File: config.mk
export PLATFORM = sky130hd
export DESIGN_NAME = sm3_hash_compress_four_lanes
export DESIGN_NICKNAME = d
export VERILOG_FILES = /design/src/hw/rtl/sm3c_pkg.sv /design/src/hw/rtl/sm3_hash_compress_four_lanes.sv
export VERILOG_INCLUDE_DIRS = /design/src /design/src/hw/rtl
export SDC_FILE = /design/constraint.sdc
export NUM_CORES = 2
export LEC_CHECK = 0
export BUFFER_PORTS_ARGS = -buffer_cell sky130_fd_sc_hd__buf_2
export CORE_MARGIN = 1
export CORE_UTILIZATION = 63
export DETAILED_ROUTE_END_ITERATION = 8
export PLACE_DENSITY_LB_ADDON = 0.25
export SLEW_MARGIN = 20
export SYNTH_ARGS = -nofsm -noshare
export SYNTH_HDL_FRONTEND = slang
export SYNTH_SLANG_ARGS = --single-unit
File: constraint.sdc
create_clock -name clk -period 33.6 [get_ports clk]
set_clock_uncertainty 0.1 [all_clocks]
set_input_delay 5.04 -clock clk [delete_from_list [all_inputs] [get_ports clk]]
set_output_delay 5.04 -clock clk [all_outputs]
set_load 0.02 [all_outputs]
File: src/hw/rtl/assert_macros.svh
// Assertion helpers shared by the RTL
`ifndef ASSERT_MACROS_SVH
`define ASSERT_MACROS_SVH

// Implication checked at every rising clock edge outside reset
`define ASSERT_IMPL(label, clk, rst, prop, msg) \
  label: assert property (@(posedge clk) disable iff (rst) (prop)) else $error(msg);

// Property checked at every rising clock edge, reset included
`define ASSERT_ALWAYS(label, clk, prop, msg) \
  label: assert property (@(posedge clk) (prop)) else $error(msg);

`endif

File: src/hw/rtl/sm3c_pkg.sv
`timescale 1ns / 1ps
package sm3c_pkg;

  localparam int LANES = 4;
  localparam int LANE_W = 2;

  localparam logic [31:0] TJ_LOW = 32'h79CC4519;
  localparam logic [31:0] TJ_HIGH = 32'h7A879D8A;

  localparam logic [255:0] SM3_IV = {
    32'h7380166F, 32'h4914B2B9, 32'h172442D7, 32'hDA8A0600,
    32'hA96F30BC, 32'h163138AA, 32'hE38DEE4D, 32'hB0FB0E4E
  };

  typedef struct packed {
    logic [1:0]  lane;
    logic [31:0] message_word;
    logic        start_message;
    logic        finish_message;
  } in_item_t;

  typedef struct packed {
    logic [1:0]  out_lane;
    logic [31:0] digest_word;
    logic [2:0]  word_number;
    logic        last_word;
  } out_item_t;

  function automatic logic [31:0] rotl(input logic [31:0] x, input logic [4:0] n);
    logic [63:0] d;
    d = {x, x} << n;
    return d[63:32];
  endfunction

  function automatic logic [31:0] perm0(input logic [31:0] x);
    return x ^ rotl(x, 5'd9) ^ rotl(x, 5'd17);
  endfunction

  function automatic logic [31:0] perm1(input logic [31:0] x);
    return x ^ rotl(x, 5'd15) ^ rotl(x, 5'd23);
  endfunction

endpackage

File: src/hw/rtl/sm3_hash_compress_four_lanes.sv
`timescale 1ns / 1ps
// Four-lane SM3 compression engine.
// Input channel (in_valid/in_ready, in_data): one big-endian message word
// for one lane. Words of a lane are buffered in a shared block memory; the
// start flag reloads the lane's chaining value with the SM3 IV and restarts
// its block. Output channel (out_valid/out_ready, out_data): eight digest
// words, most significant first, the eighth marked by last_word.
// A word that does not end a block is taken and in_ready stays high. A
// 16th word starts a compression: the block is loaded into the message
// window through the registered memory read, the shared round unit runs
// one round per cycle, and the result is folded into the chaining value
// word by word, with in_ready low throughout. With finish set the digest
// words are then read from the chaining value memory and leave one per
// cycle through the output register while the receiver is ready; a
// stalled receiver holds the current word and the block waits with
// in_ready low.
// Reset (rst, synchronous) clears word counts, state and output valid and
// marks every lane's chaining value as IV; the block buffers are not
// cleared and are only read once a full block has been written.
module sm3_hash_compress_four_lanes
  import sm3c_pkg::*;
(
  input  logic      clk,
  input  logic      rst,
  input  logic      in_valid,
  output logic      in_ready,
  input  in_item_t  in_data,
  output logic      out_valid,
  input  logic      out_ready,
  output out_item_t out_data
);

  localparam logic [2:0] S_IDLE = 3'd0;
  localparam logic [2:0] S_LOAD = 3'd1;
  localparam logic [2:0] S_ROUND = 3'd2;
  localparam logic [2:0] S_FOLD = 3'd3;
  localparam logic [2:0] S_EMIT = 3'd4;

  logic [2:0] state;
  logic [6:0] cnt;
  logic [1:0] cur_lane;
  logic       cur_finish;
  logic [3:0] word_counts [LANES];
  logic [LANES-1:0] cv_is_iv;

  // block memory and chaining values in memories
  logic [31:0] blk_mem [16*LANES];
  logic [31:0] cv_mem [8*LANES];
  logic [31:0] blk_rd;
  logic [31:0] cv_rd;

  logic [31:0] w [16];
  logic [31:0] a, b, c, d, e, f, g, h;
  logic [31:0] fold_hold [8];

  logic accept;
  logic [3:0] wc;
  assign accept = in_valid && in_ready;
  assign in_ready = (state == S_IDLE);
  assign wc = in_data.start_message ? 4'd0 : word_counts[in_data.lane];

  // block memory read address: index during load
  logic [5:0] blk_raddr;
  assign blk_raddr = {cur_lane, cnt[3:0]};
  logic [4:0] cv_raddr;
  assign cv_raddr = {cur_lane, cnt[2:0]};

  always_ff @(posedge clk) begin
    if (accept) begin
      blk_mem[{in_data.lane, wc}] <= in_data.message_word;
    end
    blk_rd <= blk_mem[blk_raddr];
  end

  // next-window word from the expansion recurrence
  logic [31:0] w_new;
  assign w_new = perm1(w[0] ^ w[7] ^ rotl(w[13], 5'd15)) ^ rotl(w[3], 5'd7) ^ w[10];

  // round unit
  logic [5:0]  rj;
  logic [31:0] tj, a12, ss1, ss2, ff, gg, tt1, tt2;
  assign rj = cnt[5:0];
  always_comb begin
    tj = (rj <= 6'd15) ? TJ_LOW : TJ_HIGH;
    a12 = rotl(a, 5'd12);
    ss1 = rotl(a12 + e + rotl(tj, rj[4:0]), 5'd7);
    ss2 = ss1 ^ a12;
    if (rj <= 6'd15) begin
      ff = a ^ b ^ c;
      gg = e ^ f ^ g;
    end else begin
      ff = (a & b) | (a & c) | (b & c);
      gg = (e & f) | (~e & g);
    end
    tt1 = ff + d + ss2 + (w[0] ^ w[4]);
    tt2 = gg + h + ss1 + w[0];
  end

  // chaining value read: IV when lane reloaded
  logic [31:0] cv_word;
  logic [31:0] iv_word;
  assign iv_word = SM3_IV[(7 - cv_raddr[2:0])*32 +: 32];
  assign cv_word = cv_is_iv[cur_lane] ? iv_word : cv_mem[cv_raddr];

  // fold the result into cv_mem; hold the read word while a digest transaction is stalled
  always_ff @(posedge clk) begin
    if (state == S_FOLD) begin
      cv_mem[cv_raddr] <= cv_word ^ fold_hold[cnt[2:0]];
    end
    if (!(state == S_EMIT && out_valid && !out_ready)) begin
      cv_rd <= cv_word;
    end
  end

  always_ff @(posedge clk) begin
    if (rst) begin
      state <= S_IDLE;
      cnt <= '0;
      cv_is_iv <= '1;
      out_valid <= 1'b0;
      for (int i = 0; i < LANES; i++) word_counts[i] <= '0;
    end else begin
      unique case (state)
        S_IDLE: begin
          if (accept) begin
            if (in_data.start_message) cv_is_iv[in_data.lane] <= 1'b1;
            cur_lane <= in_data.lane;
            cur_finish <= in_data.finish_message;
            if (wc == 4'd15) begin
              word_counts[in_data.lane] <= '0;
              state <= S_LOAD;
              cnt <= 7'd0;
            end else begin
              word_counts[in_data.lane] <= wc + 4'd1;
            end
          end
        end
        // shift block into window from the registered read; also load a..h
        S_LOAD: begin
          if (cnt != 7'd0) begin
            for (int i = 0; i < 15; i++) w[i] <= w[i+1];
            w[15] <= blk_rd;
          end
          if (cnt >= 7'd1 && cnt <= 7'd8) begin
            {a, b, c, d, e, f, g, h} <= {b, c, d, e, f, g, h, cv_rd};
          end
          if (cnt == 7'd16) begin
            state <= S_ROUND;
            cnt <= '0;
          end else begin
            cnt <= cnt + 7'd1;
          end
        end
        // one round per cycle, window slides one word
        S_ROUND: begin
          d <= c; c <= rotl(b, 5'd9); b <= a; a <= tt1;
          h <= g; g <= rotl(f, 5'd19); f <= e; e <= perm0(tt2);
          for (int i = 0; i < 15; i++) w[i] <= w[i+1];
          w[15] <= w_new;
          if (cnt == 7'd63) begin
            state <= S_FOLD;
            cnt <= '0;
          end else begin
            cnt <= cnt + 7'd1;
          end
        end
        // write cv ^ state back word by word
        S_FOLD: begin
          if (cnt == 7'd7) begin
            cv_is_iv[cur_lane] <= 1'b0;
            cnt <= '0;
            state <= cur_finish ? S_EMIT : S_IDLE;
          end else begin
            cnt <= cnt + 7'd1;
          end
        end
        // emit digest from memory through the output register
        S_EMIT: begin
          if (!out_valid || out_ready) begin
            if (out_valid && out_data.last_word) begin
              out_valid <= 1'b0;
              state <= S_IDLE;
              cnt <= '0;
            end else if (cnt != 7'd9) begin
              // cnt 0..7 issues read; data arrives next cycle
              cnt <= cnt + 7'd1;
              out_valid <= (cnt != 7'd0);
            end
          end
        end
        default: state <= S_IDLE;
      endcase
    end
  end

  // fold snapshot of final working state
  always_ff @(posedge clk) begin
    if (state == S_ROUND && cnt == 7'd63) begin
      fold_hold[0] <= tt1; fold_hold[1] <= a; fold_hold[2] <= rotl(b, 5'd9);
      fold_hold[3] <= c; fold_hold[4] <= perm0(tt2); fold_hold[5] <= e;
      fold_hold[6] <= rotl(f, 5'd19); fold_hold[7] <= g;
    end
  end

  // output payload: word index is cnt-1 when loaded
  always_ff @(posedge clk) begin
    if (state == S_EMIT && (!out_valid || out_ready) && cnt != 7'd0 && cnt <= 7'd8) begin
      out_data.out_lane <= cur_lane;
      out_data.digest_word <= cv_rd;
      out_data.word_number <= 3'(cnt - 7'd1);
      out_data.last_word <= (cnt == 7'd8);
    end
  end

  `include "assert_macros.svh"

  `ASSERT_IMPL(a_no_accept_busy, clk, rst, (state != S_IDLE) |-> !in_ready, "input accepted while busy")
  `ASSERT_IMPL(a_out_only_emit, clk, rst, out_valid |-> (state == S_EMIT), "output valid outside emit")
  `ASSERT_ALWAYS(a_reset_quiet, clk, $past(rst) |-> !out_valid, "output valid after reset")

endmodule

After elaboration in Yosys (flattened, before gate mapping)
Memory sizes are Yosys's and may differ from the RTL's. A register that Yosys moved wholly into a read port is not among the register bits.
Index checks and enable logic that the tools add are counted.
{"block": "word_totals", "latch_bits": 0, "ram_bits": 3856, "inputBits": 40, "mem_bits_ro": 0, "register_bits": 344, "wordCells": 235, "mem_count": 5}
{"memory": "blk_mem", "words": 64, "word_bits": 32, "read_ports": 1, "rd_ports_with_merged_regs": 1, "wr": 1, "line": "sm3_hash_compress_four_lanes.sv:47", "source": "logic [31:0] blk_mem [16*LANES];"}
{"memory": "cv_mem", "words": 32, "word_bits": 32, "read_ports": 1, "rd_ports_with_merged_regs": 0, "wr": 1, "line": "sm3_hash_compress_four_lanes.sv:48", "source": "logic [31:0] cv_mem [8*LANES];"}
{"memory": "w", "words": 16, "word_bits": 32, "read_ports": 16, "rd_ports_with_merged_regs": 0, "wr": 16, "line": "sm3_hash_compress_four_lanes.sv:52", "source": "logic [31:0] w [16];"}
{"memory": "fold_hold", "words": 8, "word_bits": 32, "read_ports": 1, "rd_ports_with_merged_regs": 1, "wr": 8, "line": "sm3_hash_compress_four_lanes.sv:54", "source": "logic [31:0] fold_hold [8];"}
{"memory": "word_counts", "words": 4, "word_bits": 4, "read_ports": 1, "rd_ports_with_merged_regs": 0, "wr": 4, "line": "sm3_hash_compress_four_lanes.sv:43", "source": "logic [3:0] word_counts [LANES];"}
{"block": "op_classes", "shifts": 2, "div": 0, "mul": 0, "n_eq_ne": 20, "order_cmp": 7, "reduce_logical": 27, "bitwise_logic": 45, "mux": 98, "addsub": 12}
{"op": "$mux 32", "n": 27}
{"op": "$pmux 32 s2", "n": 8}
{"op": "$xor 32x32->32", "n": 15}
{"op": "$add 32x32->32", "n": 8}
{"op": "$shiftx 256x33->32 const A", "n": 1}
{"op": "$and 32x32->32", "n": 5}
{"op": "$or 32x32->32", "n": 3}
{"op": "$shl 63x5->64", "n": 1}
{"op": "$mux 7", "n": 8}
{"op": "$pmux 7 s5", "n": 1}
{"op": "$not 32->32", "n": 1}
{"op": "$mux 1", "n": 31}
{"op": "$mux 3", "n": 10}
{"op": "$mux 26", "n": 1}
{"op": "$mux 4", "n": 6}
{"op": "$or 1x1->1", "n": 17}
{"op": "$pmux 3 s5", "n": 1}
{"op": "$logic_and 1x1->1", "n": 11}
{"op": "$ne 2x2->1 const B", "n": 5}
{"op": "$reduce_and 3->1", "n": 3}
{"op": "$ne 2x1->1 const B", "n": 4}
{"op": "$pmux 4 s2", "n": 1}
{"op": "$add 7x1->7 const B", "n": 1}
{"op": "$eq 7x3->1 const B", "n": 1}
{"op": "other kinds (34)", "n": 41}

Logic depth before layout (Yosys ltp)
An unclocked memory read counts as a cell.
{"block": "logic_depth", "depth_word": 11, "ltp_mapped": 44, "depth_no_buf": 38}

Worst setup path after synthesis
Ideal clock, no wire load.
{"block": "synth_path", "path_type": "input -> register", "startpoint": "input port rst", "endpoint": "memory w[0][0] (enable)", "cell_stages": 3, "required_ns": 32.002, "t_arrival_ns": 28.774, "setup_time_ns": 1.498, "slack_ns": 3.228, "cell_sequence": "clkbuf_1 clkbuf_1 o21bai_1"}
{"item": "from (decl)", "line": "sm3_hash_compress_four_lanes.sv:24", "source": "input logic rst,"}
{"item": "to (decl)", "line": "sm3_hash_compress_four_lanes.sv:52"}

Worst setup path in the final report
{"block": "layout_path", "startpoint": "register cnt[1]", "endpoint": "register e[30], data pin"}
{"block": "layout_between", "elab_chain_cells": 9}
{"item": "from (decl)", "line": "sm3_hash_compress_four_lanes.sv:40", "source": "logic [6:0] cnt;"}
{"item": "from (signal assigned)", "line": "sm3_hash_compress_four_lanes.sv:151", "source": "cnt <= cnt + 7'd1;"}
{"item": "from (signal assigned)", "line": "sm3_hash_compress_four_lanes.sv:164", "source": "cnt <= cnt + 7'd1;"}
{"item": "from (signal assigned)", "line": "sm3_hash_compress_four_lanes.sv:174", "source": "cnt <= cnt + 7'd1;"}
{"item": "$le 6x4->1", "line": "sm3_hash_compress_four_lanes.sv:84, sm3_hash_compress_four_lanes.sv:88"}
{"item": "$mux 26", "line": "sm3_hash_compress_four_lanes.sv:84", "source": "tj = (rj <= 6'd15) ? TJ_LOW : TJ_HIGH;"}
{"item": "$shl 63x5->64", "line": "sm3c_pkg.sv:31", "source": "d = {x, x} << n;"}
{"item": "$add 32x32->32", "line": "sm3_hash_compress_four_lanes.sv:86", "source": "ss1 = rotl(a12 + e + rotl(tj, rj[4:0]), 5'd7);"}
{"item": "$add 32x32->32 (*) (2 in a row)", "line": "sm3_hash_compress_four_lanes.sv:96", "source": "tt2 = gg + h + ss1 + w[0];"}
{"item": "$xor 32x32->32", "line": "sm3c_pkg.sv:36", "source": "return x ^ rotl(x, 5'd9) ^ rotl(x, 5'd17);"}
{"item": "$xor 32x32->32 (*)", "line": "sm3c_pkg.sv:36"}
{"item": "$pmux 32 s2 (*)", "line": "sm3_hash_compress_four_lanes.sv:123", "source": "unique case (state)"}
{"item": "to (signal assigned)", "line": "sm3_hash_compress_four_lanes.sv:145", "source": "{a, b, c, d, e, f, g, h} <= {b, c, d, e, f, g, h, cv_rd};"}
{"item": "to (decl)", "line": "sm3_hash_compress_four_lanes.sv:53", "source": "logic [31:0] a, b, c, d, e, f, g, h;"}
Mark *: on every way between the ends. The rest lies on a longest branch, timed or not.
A chain may end at the register's enable or synchronous reset.

==> summary.md <==
| Metric | Value |
|---|---|
| Result of the run | `completed` |
| Fraction of final layout cells sized beyond drive strength 1 | `0.224` |
| Clock net sink count | `4235` |
| Area delta synth->final | `11.7%` |
| Max_slew headroom | `0.222` |
| Share of power burned in the clock network | `0.236` |
| First-pass GRT wire length | `687 mm` |
| Worst hold path type | `flop to flop` |
| Post-synth EDFFs | `4185` |
| Count of nets after finishing | `9510` |
| Setup crit end kind | `flop` |
| Placed wire-length estimate | `282 mm` |
| Global routing usage summed across all routing layers | `0.358` |
| Setup-failing EPs final | `0` |
| Count of final hold-check violations | `0` |
| Worst setup path class | `flop to flop` |
| Fraction of registers with async set or reset after synthesis | `0` |
| Boundary pin count | `80` |
| Number of buffers created by CTS | `414` |
| Initial DRC count | `13380` |
| Reported leakage power | `61.8 nW` |
| Area inside the core boundary | `0.271 sq mm` |
| Maximum fanout along the worst path | `83` |
| Hold-fix buffers at CTS | `0` |
| Most used flip-flop cell after synthesis | `sky130_fd_sc_hd__edfxtp_1` |
| Worst IR drop on VDD | `0.290 mV` |
| Die width | `525 um` |
| Final design utilization | `0.710` |
| Maximum cell stage delay along the critical path | `910 ps` |
| Post CTS Setup Buffer Count | `0` |
| Reg power frac | `0.340` |
| Number of port buffers | `79` |
| WP data required | `34180 ps` |
| Yosys Warn Count | `0` |
| DRT antenna net count | `0` |
| WL per Instance | `37.2 um` |
| Seq/Total Area, Yosys | `0.734` |
| Placed Cells | `12325` |
| Crit path top cell by count | `sky130_fd_sc_hd__o21ai_0` |
| FF+latch count, synth | `4235` |
| Std cell rows | `191` |
| Unrepaired setup endpoints after global routing | `false` |
| Total standard cell area after synthesis | `0.173 sq mm` |
| Count of TritonRoute iterations in the first routing pass | `6` |
| Distinct cell type count after synthesis | `77` |
| Fraction of power spent switching nets | `0.381` |
| Count of mapped cells out of synthesis | `8857` |
| Final setup TNS | `0 ps` |
| Worst-skew pair later-pin latency | `1000 ps` |
| Via count | `90289` |
| Count of pins over their slew limit | `0` |
| Post-cts gate resize count | `0` |
| Maximum Capacitance Violations | `0` |
| Part of the total power dissipated in combinational logic | `0.424` |
| Maximum achievable frequency | `86.9 MHz` |
| Starting density of the core | `0.636` |
| CP max-delay cell | `sky130_fd_sc_hd__buf_4` |
| Time the worst path needs with I/O delays and setup | `11510 ps` |
| Root buf cell | `sky130_fd_sc_hd__clkbuf_16` |
| Cell area power density | `104 mW/mm^2` |
| GP Congestion | `1.00` |
| Vias in the first global route | `90419` |
| Number of design rule violations left after detail routing | `0` |
| Number of antenna violations at the first check in global routing | `17` |
| Die area | `0.276 sq mm` |
| Slew @ Worst Pin | `1160 ps` |
| Number of filler instances in the final layout | `15286` |
| Clock transition at the register clock pins on the worst setup and hold paths after CTS | `60 ps` |
| Largest net degree at the start of global routing | `176` |
| Net load switching power | `7.66 mW` |
| Synth Area per Inst | `19.5 sq um` |
| Cell Int Power | `12.5 mW` |
| Maximum count of clock buffers along a single path | `4` |
| Drt total wl | `487 mm` |
| CTS H-tree lvls | `5` |
| Synthesized net count | `9193` |
| Part of the cycle the worst path needs | `0.343` |
| Category of the worst setup path launch point | `flop` |
| Count of placed standard cells in the final layout, fillers left out | `13109` |
| CTS tree | `done` |
| GR Overflow Total | `0` |
| Die outline height | `525 um` |
| Vias per std cell | `6.89` |
| Data arrival time of the worst path | `12090 ps` |
-- state kept, by name, indices dropped and copies added, names as in the netlist, 38 cells and up, named ones only --
| register | cells |
|---|---|
| w | 512 |
| fold_hold | 256 |
| cv_mem | 1024 |
| blk_mem | 2048 |
| out_data | 38 |
-- metrics by stage --
step | hold WS, ps | worst slack, ps | total power [mW] | cell area [sq um]
finish | 296 | 22090 | 20.1 | 193000
global route | 295 | 21490 | 20.9 | 193000
CTS | 285 | 22250 | 20.0 | 192000
detailed placement | 305 | 22360 | 15.2 | 179000
global placement | 300 | 22410 | 15.1 | 179000
floorplan | 300 | 3230 | 12.7 | 173000
-- logic make-up (layout without fill, tap and decap cells) --
logic type	after synthesis	count (layout)	share of synthesized area
other	0	9	0
adder cells (fa/ha/maj)	297	297	0.0297
XOR/XNOR	479	479	0.0243
AND/OR/NAND/NOR	1376	1376	0.0322
flip-flops	4235	4235	0.734
AO/OA/AOI/OAI	661	661	0.0240
multiplexers	1170	1170	0.141
buffers and inverters	639	1312	0.0141
-- worst max-delay path, delay by kind of cell (launching register included) --
family	cells	cell delay, ps
XOR/XNOR	4	1110
adder cells (fa/ha/maj)	6	2550
AO/OA/AOI/OAI	15	4200
flip-flops	1	900
AND/OR/NAND/NOR	4	870
buffers and inverters	3	1060
multiplexers	1	280
-- cell usage after synthesis (all sizes together) (50+ instances only) --
cell type,number,share of area
dfxtp,50,0.0058
nand2,962,0.021
xor2,115,0.0058
fa,188,0.022
a21oi,183,0.0053
nor2,241,0.0052
buf,112,0.0027
ha,108,0.0078
inv,247,0.0054
xnor2,364,0.018
mux4,1011,0.13
o21ai,187,0.0054
clkbuf,278,0.0060
mux2i,116,0.0067
edfxtp,4185,0.73
-- layer usage --
| metal | vias up | wire length [um] | track usage |
|---|---|---|---|
| met5 | - | 41 | 0 |
| met4 | 6 | 32300 | 0.200 |
| met3 | 1304 | 49600 | 0.0600 |
| met2 | 6485 | 236000 | 0.570 |
| met1 | 46783 | 170000 | 0.476 |
| li1 | 35711 | - | - |
-- cell usage in the layout (no fill, tap or decap), types with 16 or more instances in the layout --
cell type / synthesis / routed
sky130_fd_sc_hd__clkbuf_16: 0 / 416
sky130_fd_sc_hd__nor2_4: 0 / 91
sky130_fd_sc_hd__xnor2_1: 364 / 331
sky130_fd_sc_hd__o21bai_1: 17 / 16
sky130_fd_sc_hd__clkinvlp_4: 0 / 20
sky130_fd_sc_hd__xor2_1: 115 / 115
sky130_fd_sc_hd__nor2_1: 241 / 150
sky130_fd_sc_hd__a31oi_1: 16 / 16
sky130_fd_sc_hd__a21o_1: 43 / 43
sky130_fd_sc_hd__buf_4: 0 / 211
sky130_fd_sc_hd__inv_1: 244 / 244
sky130_fd_sc_hd__nor3_1: 34 / 26
sky130_fd_sc_hd__bufinv_16: 0 / 46
sky130_fd_sc_hd__a221oi_1: 16 / 16
sky130_fd_sc_hd__nor2b_1: 17 / 17
sky130_fd_sc_hd__o211ai_1: 21 / 21
sky130_fd_sc_hd__o21ai_0: 185 / 185
sky130_fd_sc_hd__xnor2_2: 0 / 19
sky130_fd_sc_hd__mux4_2: 1011 / 1011
sky130_fd_sc_hd__o21a_1: 29 / 28
sky130_fd_sc_hd__o22ai_1: 30 / 30
sky130_fd_sc_hd__dfxtp_1: 50 / 43
sky130_fd_sc_hd__clkinv_2: 0 / 81
sky130_fd_sc_hd__clkbuf_1: 278 / 85
sky130_fd_sc_hd__fa_1: 188 / 188
sky130_fd_sc_hd__nand3_1: 31 / 31
sky130_fd_sc_hd__clkinv_1: 2 / 79
sky130_fd_sc_hd__mux2i_1: 116 / 114
sky130_fd_sc_hd__buf_2: 31 / 68
sky130_fd_sc_hd__o31ai_1: 16 / 16
sky130_fd_sc_hd__nand2_1: 962 / 961
sky130_fd_sc_hd__ha_1: 108 / 108
sky130_fd_sc_hd__a21oi_1: 183 / 183
sky130_fd_sc_hd__mux2_2: 43 / 43
sky130_fd_sc_hd__edfxtp_1: 4185 / 4185
-- worst paths after layout --
check	start	end	slack, ps	cells past startpoint
max	cnt[1]$_SDFFE_PP0P_	e[30]$_DFFE_PP_	22090	33
min	w[0][160]$_DFFE_PP_	w[0][128]$_DFFE_PP_	300	0
max reg2reg	cnt[1]$_SDFFE_PP0P_	e[30]$_DFFE_PP_	22090	33
min reg2reg	w[0][160]$_DFFE_PP_	w[0][128]$_DFFE_PP_	300	0
-- final cells by class --
| class | instances | area [sq um] | share of cell area |
|---|---|---|---|
| Sequential cell | 4235 | 127000 | 0.658 |
| Antenna cell | 9 | 22.5 | 0.000117 |
| Timing Repair Buffer | 291 | 2160 | 0.0112 |
| Tap cell | 3570 | 4470 | 0.0232 |
| Clock inverter | 260 | 2850 | 0.0148 |
| Multi-Input combinational cell | 3983 | 44600 | 0.232 |
| Clock buffer | 512 | 10900 | 0.0565 |
| Inverter | 249 | 948 | 0.00492 |
-- power groups by stage --
stage | Clock [mW] | Combinational (mW) | Sequential (mW)
floorplan | 0 | 5.75 | 6.99
global placement | 0 | 8.18 | 6.94
detailed placement | 0 | 8.30 | 6.94
CTS | 4.77 | 8.36 | 6.84
global route | 4.95 | 9.06 | 6.85
finish | 4.75 | 8.54 | 6.84
No activity file was read; power rests on OpenSTA's default activity.
